[config.mk]
export PLATFORM = sky130hd
export DESIGN_NAME = tssm_cfg
export DESIGN_NICKNAME = d
export VERILOG_FILES = /design/src/assert_macros.svh /design/src/tssm_pkg.sv /design/src/tssm_cfg.sv
export SDC_FILE = /design/constraint.sdc
export NUM_CORES = 1
export LEC_CHECK = 0
export BUFFER_PORTS_ARGS = -buffer_cell sky130_fd_sc_hd__buf_2
export CAP_MARGIN = 20
export CORE_MARGIN = 4
export CORE_UTILIZATION = 31
export CTS_BUF_LIST = sky130_fd_sc_hd__clkbuf_8
export DETAILED_ROUTE_END_ITERATION = 10
export HOLD_SLACK_MARGIN = 0.12
export PLACE_DENSITY = 0.79
export SETUP_SLACK_MARGIN = 0.05
export SYNTH_ARGS = -nofsm -noshare
export SYNTH_HDL_FRONTEND = slang
export SYNTH_SLANG_ARGS = --single-unit
[constraint.sdc]
create_clock -name clk -period 0.8 [get_ports clk]
set_input_delay 0.12 -clock clk [delete_from_list [all_inputs] [get_ports clk]]
set_output_delay 0.12 -clock clk [all_outputs]
set_load 0.1 [all_outputs]
[src/assert_macros.svh]
// ----------------------------------------------------------------------------
// Assertion macros
// Shared concurrent assertion wrappers, clocked on clk, off during reset.
// ----------------------------------------------------------------------------
`ifndef ASSERT_MACROS_SVH
`define ASSERT_MACROS_SVH

`ifndef SYNTHESIS
// property holds at every clock edge
`define ASSERT_PROP(lbl, prop, msg) \
	lbl: assert property (@(posedge clk) disable iff (!arst_n) (prop)) else $error(msg);
// consequent holds in the cycle after antecedent
`define ASSERT_NEXT(lbl, ante, cons, msg) \
	lbl: assert property (@(posedge clk) disable iff (!arst_n) (ante) |=> (cons)) \
		else $error(msg);
`else
`define ASSERT_PROP(lbl, prop, msg)
`define ASSERT_NEXT(lbl, ante, cons, msg)
`endif

`endif

[src/tssm_pkg.sv]
// ----------------------------------------------------------------------------
// tssm_pkg
// Types and constants of the three-stack shared memory core.
// ----------------------------------------------------------------------------
`timescale 1ns / 1ps

package tssm_pkg;

	localparam int DATA_W  = 32;
	localparam int SEL_W   = 2;
	localparam int KIND_W  = 2;
	localparam int CFG_W   = 11;
	localparam int PADDR_W = 3;
	localparam int PDATA_W = 32;

	localparam logic [CFG_W-1:0]  STACK_DEPTH_RESET = 11'd1024;
	localparam logic [DATA_W-1:0] EMPTY_ANSWER      = 32'hFFFF_FFFF;

	// word index of the stack_depth register
	localparam logic [PADDR_W-3:0] REG_STACK_DEPTH = 1'b0;

	typedef enum logic [KIND_W-1:0] {
		KIND_PUSH  = 2'd0,
		KIND_POP   = 2'd1,
		KIND_PEEK  = 2'd2,
		KIND_QUERY = 2'd3
	} kind_t;

	typedef struct packed {
		logic capture;
		logic exec;
		logic load_out;
	} tssm_cmd_t;

	typedef struct packed {
		logic out_free;
	} tssm_sts_t;

endpackage

[src/tssm_cfg.sv]
// ----------------------------------------------------------------------------
// tssm_cfg
// APB register block holding the per-stack capacity.
// ----------------------------------------------------------------------------
`timescale 1ns / 1ps

module tssm_cfg import tssm_pkg::*; (
	input  logic               clk,
	input  logic               arst_n,
	input  logic               psel,
	input  logic               penable,
	input  logic               pwrite,
	input  logic [PADDR_W-1:0] paddr,
	input  logic [PDATA_W-1:0] pwdata,
	output logic [PDATA_W-1:0] prdata,
	output logic               pready,
	output logic [CFG_W-1:0]   stack_depth
);

	logic [CFG_W-1:0] stack_depth_q;
	logic             hit;

	assign hit    = (paddr[PADDR_W-1:2] == REG_STACK_DEPTH);
	assign pready = 1'b1;

	always_ff @(posedge clk or negedge arst_n) begin
		if (!arst_n) begin
			stack_depth_q <= STACK_DEPTH_RESET;
		end else if (psel && penable && pwrite && hit) begin
			stack_depth_q <= pwdata[CFG_W-1:0];
		end
	end

	assign prdata      = hit ? PDATA_W'(stack_depth_q) : '0;
	assign stack_depth = stack_depth_q;

endmodule

==> results.py <==
metrics = {
    "run_status": {
        "status": "finished with violations",
        "violations": "setup timing",
    },
    "drt": {
        "routed-via-count": 503,
        "wirelength_mm": 1.753,
        "routed_via_density": 3.811,
        "drt_pass1_iterations": 2,
        "ant_nets": 0,
        "wl_per_cell_um": 13.28,
        "drc": 0,
        "drt_iter0_drc": 3,
    },
    "clock_tree": {
        "ctsHoldBuffers": 1,
        "path_clk_slew_ns": 0.05,
        "htree_levels": 1,
        "clk_latency_ns": 0.23,
        "cts_max_path_buffers": 2,
        "cts_made_buffers": 3,
        "cts-root-buf": "clkbuf_8",
        "clock_sinks": 11,
        "cts_tree": "done",
    },
    "layout": {
        "instances_no_fill": 132,
        "largest_register_ffs": 11,
        "multi_input_area_um2": 415.4,
        "ff_latch_area_um2": 317.8,
        "syn_to_final_growth_pct": 93.04,
        "final_cell_mix": "conb_1, buf_12, buf_2",
        "diodes": 0,
        "nets": 145,
        "drive_above_1_share": 0.7692,
        "fillCellCount": 187,
    },
    "grt": {
        "grt_use_total": 0.1112,
        "grt_pass1_wl_mm": 2.691,
        "grt_overflow": 0,
        "grt_pass1_vias": 566,
        "grt_antenna_before_repair": 0,
        "grt_start_max_net_pins": 12,
    },
    "worst_setup_path": {
        "path_cells": "nor2b_4, buf_12",
        "critPathKind": "register to primary output",
        "crit_arrival_ns": 1.18,
        "cp_top_family": "flip-flops",
        "crit_required_ns": 0.68,
        "startpoint_type": "register",
        "cpPeakStageDelay_ns": 0.61,
        "r2r_slack_ns": -0.27,
        "crit_fanout": 2,
        "cp-end-kind": "primary output",
        "cp_slowest_cell": "dfstp_4",
        "cp_num_buf_inv": 1,
    },
    "logic_synthesis": {
        "synth_seq_area_share": 0.3843,
        "yosysUniqueCellTypes": 11,
        "synth_top_area_share": 0.3478,
        "synth_largest_area_cell": "dfrtp_1",
        "synth_area_um2": 719.4,
        "avgSynthCellArea_um2": 11.99,
        "synth_seq_cells": 11,
        "yosysWarnings": 0,
        "postSynthCellCount": 60,
        "synth.area.top_cells": "dfrtp_1, buf_4, mux2_4, nor2b_1, dfstp_2",
    },
    "place": {
        "hpwl_mm": 1.465,
        "placed_cells": 125,
        "numPortBuffers": 38,
        "gp_congestion": 0.7222,
    },
    "power_and_ir_drop": {
        "cellLeakagePower_nw": 0.6942,
        "ir_drop_v": 0.001833,
        "pwr_density_cell_mw_per_mm2": 3462,
        "power_mw": 4.808,
    },
    "floorplan": {
        "start_util": 0.3252,
        "io_pins": 84,
        "num_rows": 17,
        "die_h_um": 56.18,
        "fp.dieW_um": 56.18,
        "dieArea_mm2": 0.003156,
        "core_area_mm2": 0.002212,
    },
    "sta": {
        "fin_crit_sh": 1.624,
        "rsz0062_at_grt": "true",
        "clock_skew_ns": 0,
        "hold_viol_final": 0,
        "setup_viol": 33,
        "fin_crit_ns": 1.299,
        "slew_violations": 0,
        "fin_ws_ns": -0.4991,
        "fmax_ghz": 0.7697,
    },
    "job": {
        "drv_cap": 0,
    },
    "hold_path": {
        "hp-class": "input pin to register",
    },
}
==> what timing repair did <==
| action | CTS | global route |
|---|---|---|
| endpoints found under the hold margin | 19 | 3 |
| setup endpoints to repair | 33 | 33 |
| setup buffers | 2 | 0 |
| resized for setup | 2 | 0 |
==> worst reg2reg max path: stages (launching register included) <==
cell,delay [ns]
dfrtp_4,0.48
buf_6,0.13
buf_6,0.10
mux2_4,0.25
==> cells by family after synthesis <==
group	share of synthesized area
flip-flops	0.3844
buffers and inverters	0.2504
multiplexers	0.2243
AND/OR/NAND/NOR	0.1304
other	0.01044
==> cell usage after synthesis <==
cell type / instances
buf_4: 22
dfrtp_1: 10
mux2_4: 10
nor2b_1: 10
conb_1: 2
and2b_1: 1
buf_6: 1
clkbuf_1: 1
dfstp_2: 1
mux2_2: 1
nand4b_4: 1
==> per-stage QoR <==
step	cell area [um2]	TNS (ns)	hold WS, ns	util	setup WS (ns)
global placement	1311	-5.060	-0.0007768	0.5928	-0.2651
CTS	1389	-8.097	0.1088	0.6278	-0.5085
global route	1389	-8.558	0.1130	0.6278	-0.5241
finish	1389	-7.890	0.1138	0.6278	-0.4991
floorplan	914.6	-8.188	-0.1756	-	-0.6825
detailed placement	1311	-5.325	0.009789	0.5928	-0.2904
==> layout make-up <==
cell class                      count  area share
Clock buffer                        3     0.02973
Sequential cell                    11      0.2288
Multi-Input combinational cell     45      0.2991
Timing Repair Buffer               44      0.4144
Clock inverter                      1    0.002703
Tap cell                           28     0.02523
==> worst paths after layout <==
path                                             start                          end  depth (start not counted)
min                                          pwdata[0]   stack_depth[0]$_DFFE_PN0P_                          2
min in group asynchronous                       arst_n   stack_depth[1]$_DFFE_PN0P_                          2
min reg2reg                 stack_depth[4]$_DFFE_PN0P_   stack_depth[4]$_DFFE_PN0P_                          1
max reg2reg                 stack_depth[8]$_DFFE_PN0P_   stack_depth[8]$_DFFE_PN0P_                          3
max                        stack_depth[10]$_DFFE_PN1P_                   prdata[10]                          2
max in group asynchronous                       arst_n  stack_depth[10]$_DFFE_PN1P_                          2
==> where the power goes <==
group / total (mW) / switching (mW) / leakage (nW) / internal, mW
sequential: 0.929 / 0.158 / 0.120 / 0.771
clock: 0.542 / 0.206 / 0.0269 / 0.337
combinational: 3.34 / 2.19 / 0.547 / 1.14
==> metal layers <==
metal,GRT usage,vias to the layer above,share of wire
met5,0,-,0
met4,0.03051,0,0
met3,0.05336,0,0.14
met2,0.2037,41,0.54
met1,0.1105,230,0.32
li1,-,232,-
No activity file was read; power rests on OpenSTA's default activity.
