`src/assert_macros.svh`:
```
// ----------------------------------------------------------------------------
// Assertion macros
// Shared concurrent assertion wrappers, clocked on clk, off during reset.
// ----------------------------------------------------------------------------
`ifndef ASSERT_MACROS_SVH
`define ASSERT_MACROS_SVH

`ifndef SYNTHESIS
// property holds at every clock edge
`define ASSERT_PROP(lbl, prop, msg) \
	lbl: assert property (@(posedge clk) disable iff (!arst_n) (prop)) else $error(msg);
// consequent holds in the cycle after antecedent
`define ASSERT_NEXT(lbl, ante, cons, msg) \
	lbl: assert property (@(posedge clk) disable iff (!arst_n) (ante) |=> (cons)) \
		else $error(msg);
`else
`define ASSERT_PROP(lbl, prop, msg)
`define ASSERT_NEXT(lbl, ante, cons, msg)
`endif

`endif

```
`src/tssm_pkg.sv`:
```
// ----------------------------------------------------------------------------
// tssm_pkg
// Types and constants of the three-stack shared memory core.
// ----------------------------------------------------------------------------
`timescale 1ns / 1ps

package tssm_pkg;

	localparam int DATA_W  = 32;
	localparam int SEL_W   = 2;
	localparam int KIND_W  = 2;
	localparam int CFG_W   = 11;
	localparam int PADDR_W = 3;
	localparam int PDATA_W = 32;

	localparam logic [CFG_W-1:0]  STACK_DEPTH_RESET = 11'd1024;
	localparam logic [DATA_W-1:0] EMPTY_ANSWER      = 32'hFFFF_FFFF;

	// word index of the stack_depth register
	localparam logic [PADDR_W-3:0] REG_STACK_DEPTH = 1'b0;

	typedef enum logic [KIND_W-1:0] {
		KIND_PUSH  = 2'd0,
		KIND_POP   = 2'd1,
		KIND_PEEK  = 2'd2,
		KIND_QUERY = 2'd3
	} kind_t;

	typedef struct packed {
		logic capture;
		logic exec;
		logic load_out;
	} tssm_cmd_t;

	typedef struct packed {
		logic out_free;
	} tssm_sts_t;

endpackage

```
`src/tssm_ctrl.sv`:
```
// ----------------------------------------------------------------------------
// tssm_ctrl
// Sequencer: capture an item, execute it on the datapath, deliver the result.
// ----------------------------------------------------------------------------
`timescale 1ns / 1ps
`include "assert_macros.svh"

module tssm_ctrl import tssm_pkg::*; (
	input  logic      clk,
	input  logic      arst_n,
	input  logic      req_valid,
	output logic      req_ready,
	input  tssm_sts_t sts,
	output tssm_cmd_t cmd
);

	typedef enum logic [1:0] {
		ST_IDLE,
		ST_EXEC,
		ST_RESP
	} state_t;

	state_t state_q;
	logic   ready_q;

	always_ff @(posedge clk or negedge arst_n) begin
		if (!arst_n) begin
			state_q <= ST_IDLE;
			ready_q <= 1'b1;
		end else begin
			unique case (state_q)
				ST_IDLE: begin
					if (req_valid && ready_q) begin
						state_q <= ST_EXEC;
						ready_q <= 1'b0;
					end
				end
				ST_EXEC: begin
					state_q <= ST_RESP;
				end
				ST_RESP: begin
					// wait until the output register can take the item
					if (sts.out_free) begin
						state_q <= ST_IDLE;
						ready_q <= 1'b1;
					end
				end
				default: begin
					state_q <= ST_IDLE;
					ready_q <= 1'b1;
				end
			endcase
		end
	end

	assign req_ready    = ready_q;
	assign cmd.capture  = req_valid && ready_q;
	assign cmd.exec     = (state_q == ST_EXEC);
	assign cmd.load_out = (state_q == ST_RESP) && sts.out_free;

	`ASSERT_NEXT(a_capture_then_exec, cmd.capture, cmd.exec && !req_ready,
		"captured item not executed next cycle")
	`ASSERT_PROP(a_no_overlap, !(req_ready && (cmd.exec || (state_q == ST_RESP))),
		"ready while an item is in flight")

endmodule

```
`config.mk`:
```
export PLATFORM = sky130hd
export DESIGN_NAME = tssm_ctrl
export DESIGN_NICKNAME = d
export VERILOG_FILES = /design/src/tssm_pkg.sv /design/src/tssm_ctrl.sv
export VERILOG_INCLUDE_DIRS = /design/src /design/src/src
export SDC_FILE = /design/constraint.sdc
export NUM_CORES = 1
export LEC_CHECK = 0
export BUFFER_PORTS_ARGS = -buffer_cell sky130_fd_sc_hd__buf_2
export CORE_AREA = 5 5 42 44
export DETAILED_ROUTE_END_ITERATION = 10
export DIE_AREA = 0 0 47 49
export HOLD_SLACK_MARGIN = 0.06
export SYNTH_ARGS = -nofsm -noshare
export SYNTH_HDL_FRONTEND = slang
export SYNTH_SLANG_ARGS = --single-unit
```
`constraint.sdc`:
```
create_clock -name clk -period 1.4 [get_ports clk]
set_clock_uncertainty 0.2 [all_clocks]
set_input_delay 0.14 -clock clk [delete_from_list [all_inputs] [get_ports clk]]
set_output_delay 0.14 -clock clk [all_outputs]
set_load 0.005 [all_outputs]
```
==> results.md, run 1 <==
* Outcome: finished clean
* Post-Syn Area at 140 um^2
* DRT antenna net count at 0
* Resized cells post-CTS at 0
* Vias per cell at 3.25
* Syn Inst Count at 13
* Final total negative setup slack at 0 ps
* CP arrival at 1010 ps
* Synth top cells by count: dfrtp_1 (2), nor2_1 (2)
* Final Slew Violations at 0
* Crit Path Category: flop to output pin
* Core Box Area at 0.00140 mm^2
* CTS clk-pin slew, worst paths at 40 ps
* Final worst path period share at 0.962
* CP max FO at 4
* CTS tree: yes
* IO Pins at 8
* Largest net degree at the start of global routing at 7
* CTS sink count at 3
* 1st-pass router iterations at 2
* R2r startpoint: req_ready$_DFFE_PN1P_
* Iter 0 DRT Violations at 2
* Row cnt at 14
* Critical path's top delay family: flip-flops
* Min-Delay Path Class: input pin to flop
* Global-route wire length before repair at 462 um
* Main flop type after synthesis: dfrtp_1
* Hold Path Depth at 3
* Type of origin of the critical path: flop
* CP Cell Sequence: and2_2, buf_2
* Async S/R FF share, synth at 1.00
* RSZ-0062 raised after global routing: false
* Max incr delay on CP at 540 ps
* Bufs and invs on worst path at 1
* Via count at 143
* Slew of the pin with the lowest slew margin at 186 ps
* Num CTS Buffers at 3
* Synth top area cells: dfrtp_1 (36%), dfstp_2 (19%), and3b_1 (6.3%)
* Hold slack at 168 ps
* Fin nets at 33
* Total Wirelength at 330 um
* Hold EP: state_q[0]$_DFFE_PN0P_
* Clock Tree Root: clkbuf_4
* Die Footprint at 0.00230 mm^2
* Syn. warnings at 0
* Yosys cell types at 11
* Final hold vios at 0
* Worst slew margin at 0.876
* # diodes at 0
* Max_cap viols at 0
* GRT overflow at 0
* DRC at 0
* Post-CTS setup buffer count at 0
* Overall Global Routing Usage at 0.0367
* Initial Util at 0.100
* Reg2reg setup slack at 230 ps
* Post-synth EDFFs at 0
* Endpoint type of the worst setup path: output pin
* Worst Path Required at 1060 ps
* Clock latency on the worst-skew pair at 230 ps
* Register bit total from synthesis at 3
* Routed len/inst at 7.50 um
* Worst path slowest cell: dfstp_2
* # hold bufs at CTS at 4
* Initial antenna violation count at 0
* Standby leakage power at 0.000142 uW
* Chip height at 49 um
* PortBufs at 7
* DIE WIDTH at 47 um
* Fraction of layout instances using a drive strength above 1 at 0.464
* HP Start: req_valid
* Min Clock Period, post-route at 1350 ps
* Vias in the first global route at 122
* Yosys top cell by area: dfrtp_1
* Max Clk Rate at 742 MHz
* Sequential-to-total area share from yosys stat at 0.545
* Depth of the CTS H-tree at 1
* Mapped Nets at 17
* Power per Cell Area at 969 mW/mm^2
* R2R cell count at 2
* Count of final setup violators at 0
* Syn_area_per_cell at 10.8 um^2
* Routability cong. at 0.659
* Clock Tree Buf Depth at 2
* P&R area growth vs syn at 86.6%
* Worst r2r dst: state_q[0]$_DFFE_PN0P_
* Top-area cell type share of the netlist area at 0.357
* Peak supply drop at 159 uV
[worst max-delay path by stage]
| stage | startpoint | endpoint | slack, ps | cells past startpoint |
|---|---|---|---|---|
| 6_report | req_ready$_DFFE_PN1P_ | cmd[2] | 50 | 2 |
| 5_1_grt | req_ready$_DFFE_PN1P_ | cmd[2] | 20 | 2 |
| 4_1_cts | req_ready$_DFFE_PN1P_ | cmd[2] | 40 | 2 |
| 3_5_place_dp | req_ready$_DFFE_PN1P_ | state_q[0]$_DFFE_PN0P_ | 230 | 2 |
| 3_3_place_gp | req_ready$_DFFE_PN1P_ | state_q[0]$_DFFE_PN0P_ | 250 | 2 |
| 2_1_floorplan | req_ready$_DFFE_PN1P_ | state_q[0]$_DFFE_PN0P_ | 280 | 2 |
[where the power goes]
part / switching, uW / total, uW / internal, uW
clock network: 42.8 / 149 / 107
registers: 0 / 87.4 / 87.4
logic: 5.24 / 16.5 / 11.2
total: 48.0 / 253 / 205
[final cells by class]
cell class                 instances  area, um^2
tap                               16        20.0
multi-input combinational         10        63.8
clock buffer                       4        26.3
sequential                         3        76.3
fill                             174        1140
timing repair buffer              11        75.1
[cells by family (layout without fill, tap and decap cells)]
| group | after synthesis | in the layout | share of synthesized area |
|---|---|---|---|
| DFF | 3 | 3 | 0.545 |
| buffers and inverters | 0 | 15 | 0 |
| AOI/OAI and AO/OA | 2 | 2 | 0.0893 |
| and+or+nand+nor | 8 | 8 | 0.366 |
[flip-flops by register name, summed over array words and instances (netlist names)]
name and count:
state_q 2, req_ready 1
[layout by cell type, fill, tap and decap left out]
master,instances
nor3b_1,1
nor2b_2,1
nor3_1,1
a21oi_1,1
dlygate4sd3_1,4
dfrtp_1,2
clkbuf_4,3
a21o_1,1
nand2b_1,1
nor2_1,2
dfstp_2,1
and2_2,1
buf_2,7
clkbuf_1,1
and3b_1,1
[through the flow]
step / worst slack, ps / total power, uW / cell area, um^2 / std cells / util
floorplan: 284 / 90.2 / 140 / 13 / -
global placement: 247 / 96.3 / 195 / 36 / 0.139
detailed placement: 233 / 96.4 / 195 / 36 / 0.139
CTS: 42.2 / 263 / 262 / 44 / 0.187
global route: 19.5 / 279 / 262 / 44 / 0.187
finish: 53.1 / 253 / 262 / 44 / 0.187
[layer usage]
layer  global-route usage  share of wire  vias up
met5                    0              0        -
met4               0.0553              0        0
met3               0.0443           0.14        0
met2               0.0339           0.48        5
met1               0.0287           0.38       62
li1                     -              -       76
[worst reg2reg max path, cell delays in order (launching register included)]
cell	delay (ps)
dfstp_2	540
and2_2	140
nor3b_1	190
Power figures use the tool's default switching activity.
==> inputs of run 2 (changes only) <==
Settings changed: BUFFER_PORTS_ARGS -buffer_cell sky130_fd_sc_hd__buf_2 to unset, DONT_BUFFER_PORTS set to 1.
==> run 2 against run 1 <==
Global-route usage shrank 0.14 points. Sequential power is essentially flat. Register-to-register slack worse by 20 ps. Cell area decreased by 13%. Sequential cell count did not move. Critical endpoint unchanged.
==> results.md, run 2 (synthesis results as in run 1) <==
* Min-Delay Path Class: input pin to flop (unchanged)
* Total Wirelength at 311 um (was 330 um)
* Vias per cell at 3.14 (was 3.25)
* Initial Util at 0.100 (unchanged)
* Vias in the first global route at 120 (was 122)
* Row cnt at 14 (unchanged)
* Critical path's top delay family: flip-flops (unchanged)
* Min Clock Period, post-route at 1290 ps (was 1350 ps)
* Num CTS Buffers at 3 (unchanged)
* Final hold vios at 0 (unchanged)
* CTS clk-pin slew, worst paths at 30 ps (was 40 ps)
* Fin nets at 26 (was 33)
* Depth of the CTS H-tree at 1 (unchanged)
* Count of final setup violators at 0 (unchanged)
* CP Cell Sequence: and2_2 (was and2_2, buf_2)
* Max incr delay on CP at 550 ps (was 540 ps)
* Type of origin of the critical path: flop (unchanged)
* Iter 0 DRT Violations at 0 (was 2)
* Final total negative setup slack at 0 ps (unchanged)
* Die Footprint at 0.00230 mm^2 (unchanged)
* Hold slack at 73.3 ps (was 168 ps)
* DRT antenna net count at 0 (unchanged)
* Worst slew margin at 0.894 (was 0.876)
* Routed len/inst at 8.41 um (was 7.50 um)
* CP arrival at 950 ps (was 1010 ps)
* Overall Global Routing Usage at 0.0353 (was 0.0367)
* PortBufs at 0 (was 7)
* 1st-pass router iterations at 1 (was 2)
* P&R area growth vs syn at 61.6% (was 86.6%)
* Worst path slowest cell: dfstp_2 (unchanged)
* Peak supply drop at 167 uV (was 159 uV)
* Clock Tree Buf Depth at 2 (unchanged)
* Largest register FFs at 2 (unchanged)
* Final worst path period share at 0.918 (was 0.962)
* Fraction of layout instances using a drive strength above 1 at 0.286 (was 0.464)
* CTS sink count at 3 (unchanged)
* Endpoint type of the worst setup path: output pin (unchanged)
* Routability cong. at 0.554 (was 0.659)
* Initial antenna violation count at 0 (unchanged)
* Most frequent cells in the layout: dlygate4sd3_1 (4), clkbuf_4 (3), nor2_1 (2), dfrtp_1 (2) (was buf_2 (7), dlygate4sd3_1 (4), clkbuf_4 (3), nor2_1 (2), dfrtp_1 (2))
* Largest net degree at the start of global routing at 7 (unchanged)
* RSZ-0062 raised after global routing: false (unchanged)
* Power Total at 248 uW (was 253 uW)
* Clock Tree Root: clkbuf_4 (unchanged)
* DRC at 0 (unchanged)
* Placed cell area at 160 um^2 (was 195 um^2)
* Commonest non-fill, non-tap cell in the layout: dlygate4sd3_1 (was buf_2)
* # diodes at 0 (unchanged)
* DIE WIDTH at 47 um (unchanged)
* Via count at 116 (was 143)
* Outcome: finished clean (unchanged)
* Largest Register: state_q (unchanged)
* CP max FO at 4 (unchanged)
* Chip height at 49 um (unchanged)
* Max Clk Rate at 778 MHz (was 742 MHz)
* Resized cells post-CTS at 0 (unchanged)
* CTS tree: yes (unchanged)
* Standby leakage power at 0.000108 uW (was 0.000142 uW)
* Worst Path Required at 1060 ps (about the same)
* Core Box Area at 0.00140 mm^2 (unchanged)
* GRT overflow at 0 (unchanged)
* Fin util at 0.162 (was 0.187)
* Clock latency on the worst-skew pair at 230 ps (about the same)
* Crit Path Category: flop to output pin (unchanged)
* Final Slew Violations at 0 (unchanged)
* Max_cap viols at 0 (unchanged)
* Global-route wire length before repair at 455 um (was 462 um)
* Bufs and invs on worst path at 0 (was 1)
* Power per Cell Area at 1090 mW/mm^2 (was 969 mW/mm^2)
* Slew of the pin with the lowest slew margin at 158 ps (was 186 ps)
* Finished Cell Area at 226 um^2 (was 262 um^2)
* IO Pins at 8 (unchanged)
run 2: path summary, 6_finish.rpt:
kind	from	to	slack [ps]	cells past startpoint
setup / recovery	req_ready$_DFFE_PN1P_	cmd[2]	110	1
hold / removal	req_valid	state_q[0]$_DFFE_PN0P_	70	2
setup reg to reg	req_ready$_DFFE_PN1P_	state_q[0]$_DFFE_PN0P_	210	2
hold reg to reg	state_q[0]$_DFFE_PN0P_	state_q[0]$_DFFE_PN0P_	300	1
max in group asynchronous	arst_n	req_ready$_DFFE_PN1P_	290	2
min in group asynchronous	arst_n	state_q[0]$_DFFE_PN0P_	490	2
run 2: area by class of cell:
cell class	count	area (um^2)
flip-flops and latches	3	76.3
fillers	167	1170
clock buffers	4	26.3
well taps	16	20.0
repair buffers	4	40.0
multi-input cells	10	63.8
run 2: metrics by stage:
| stage | std cells | setup slack [ps] |
|---|---|---|
| 6_report | 37 | 114 |
| 3_3_place_gp | 29 | 186 |
| 2_1_floorplan | 13 | 284 |
| 5_1_grt | 37 | 84.2 |
| 3_5_place_dp | 29 | 197 |
| 4_1_cts | 37 | 94.1 |
run 2: repair_timing:
action / in CTS / in global routing
hold buffers: 4 / 0
setup endpoints to repair: 0 / 0
hold endpoints to repair: 5 / 0
buffers inserted: 0 / 0
run 2: per-layer routing:
| metal | wire (um) | global-route usage | share of wire | vias to the layer above |
|---|---|---|---|---|
| met5 | 0 | 0 | 0 | - |
| met4 | 0 | 0.0553 | 0 | 0 |
| met3 | 52 | 0.0332 | 0.17 | 0 |
| met2 | 156 | 0.0407 | 0.50 | 5 |
| met1 | 103 | 0.0243 | 0.33 | 52 |
| li1 | - | - | - | 59 |
run 2: report_power, final:
group | leakage, uW | switching, uW | internal, uW
Clock | 0.0000150 | 41.4 | 107
Combinational | 0.0000546 | 3.92 | 8.38
Sequential | 0.0000383 | 0 | 87.4
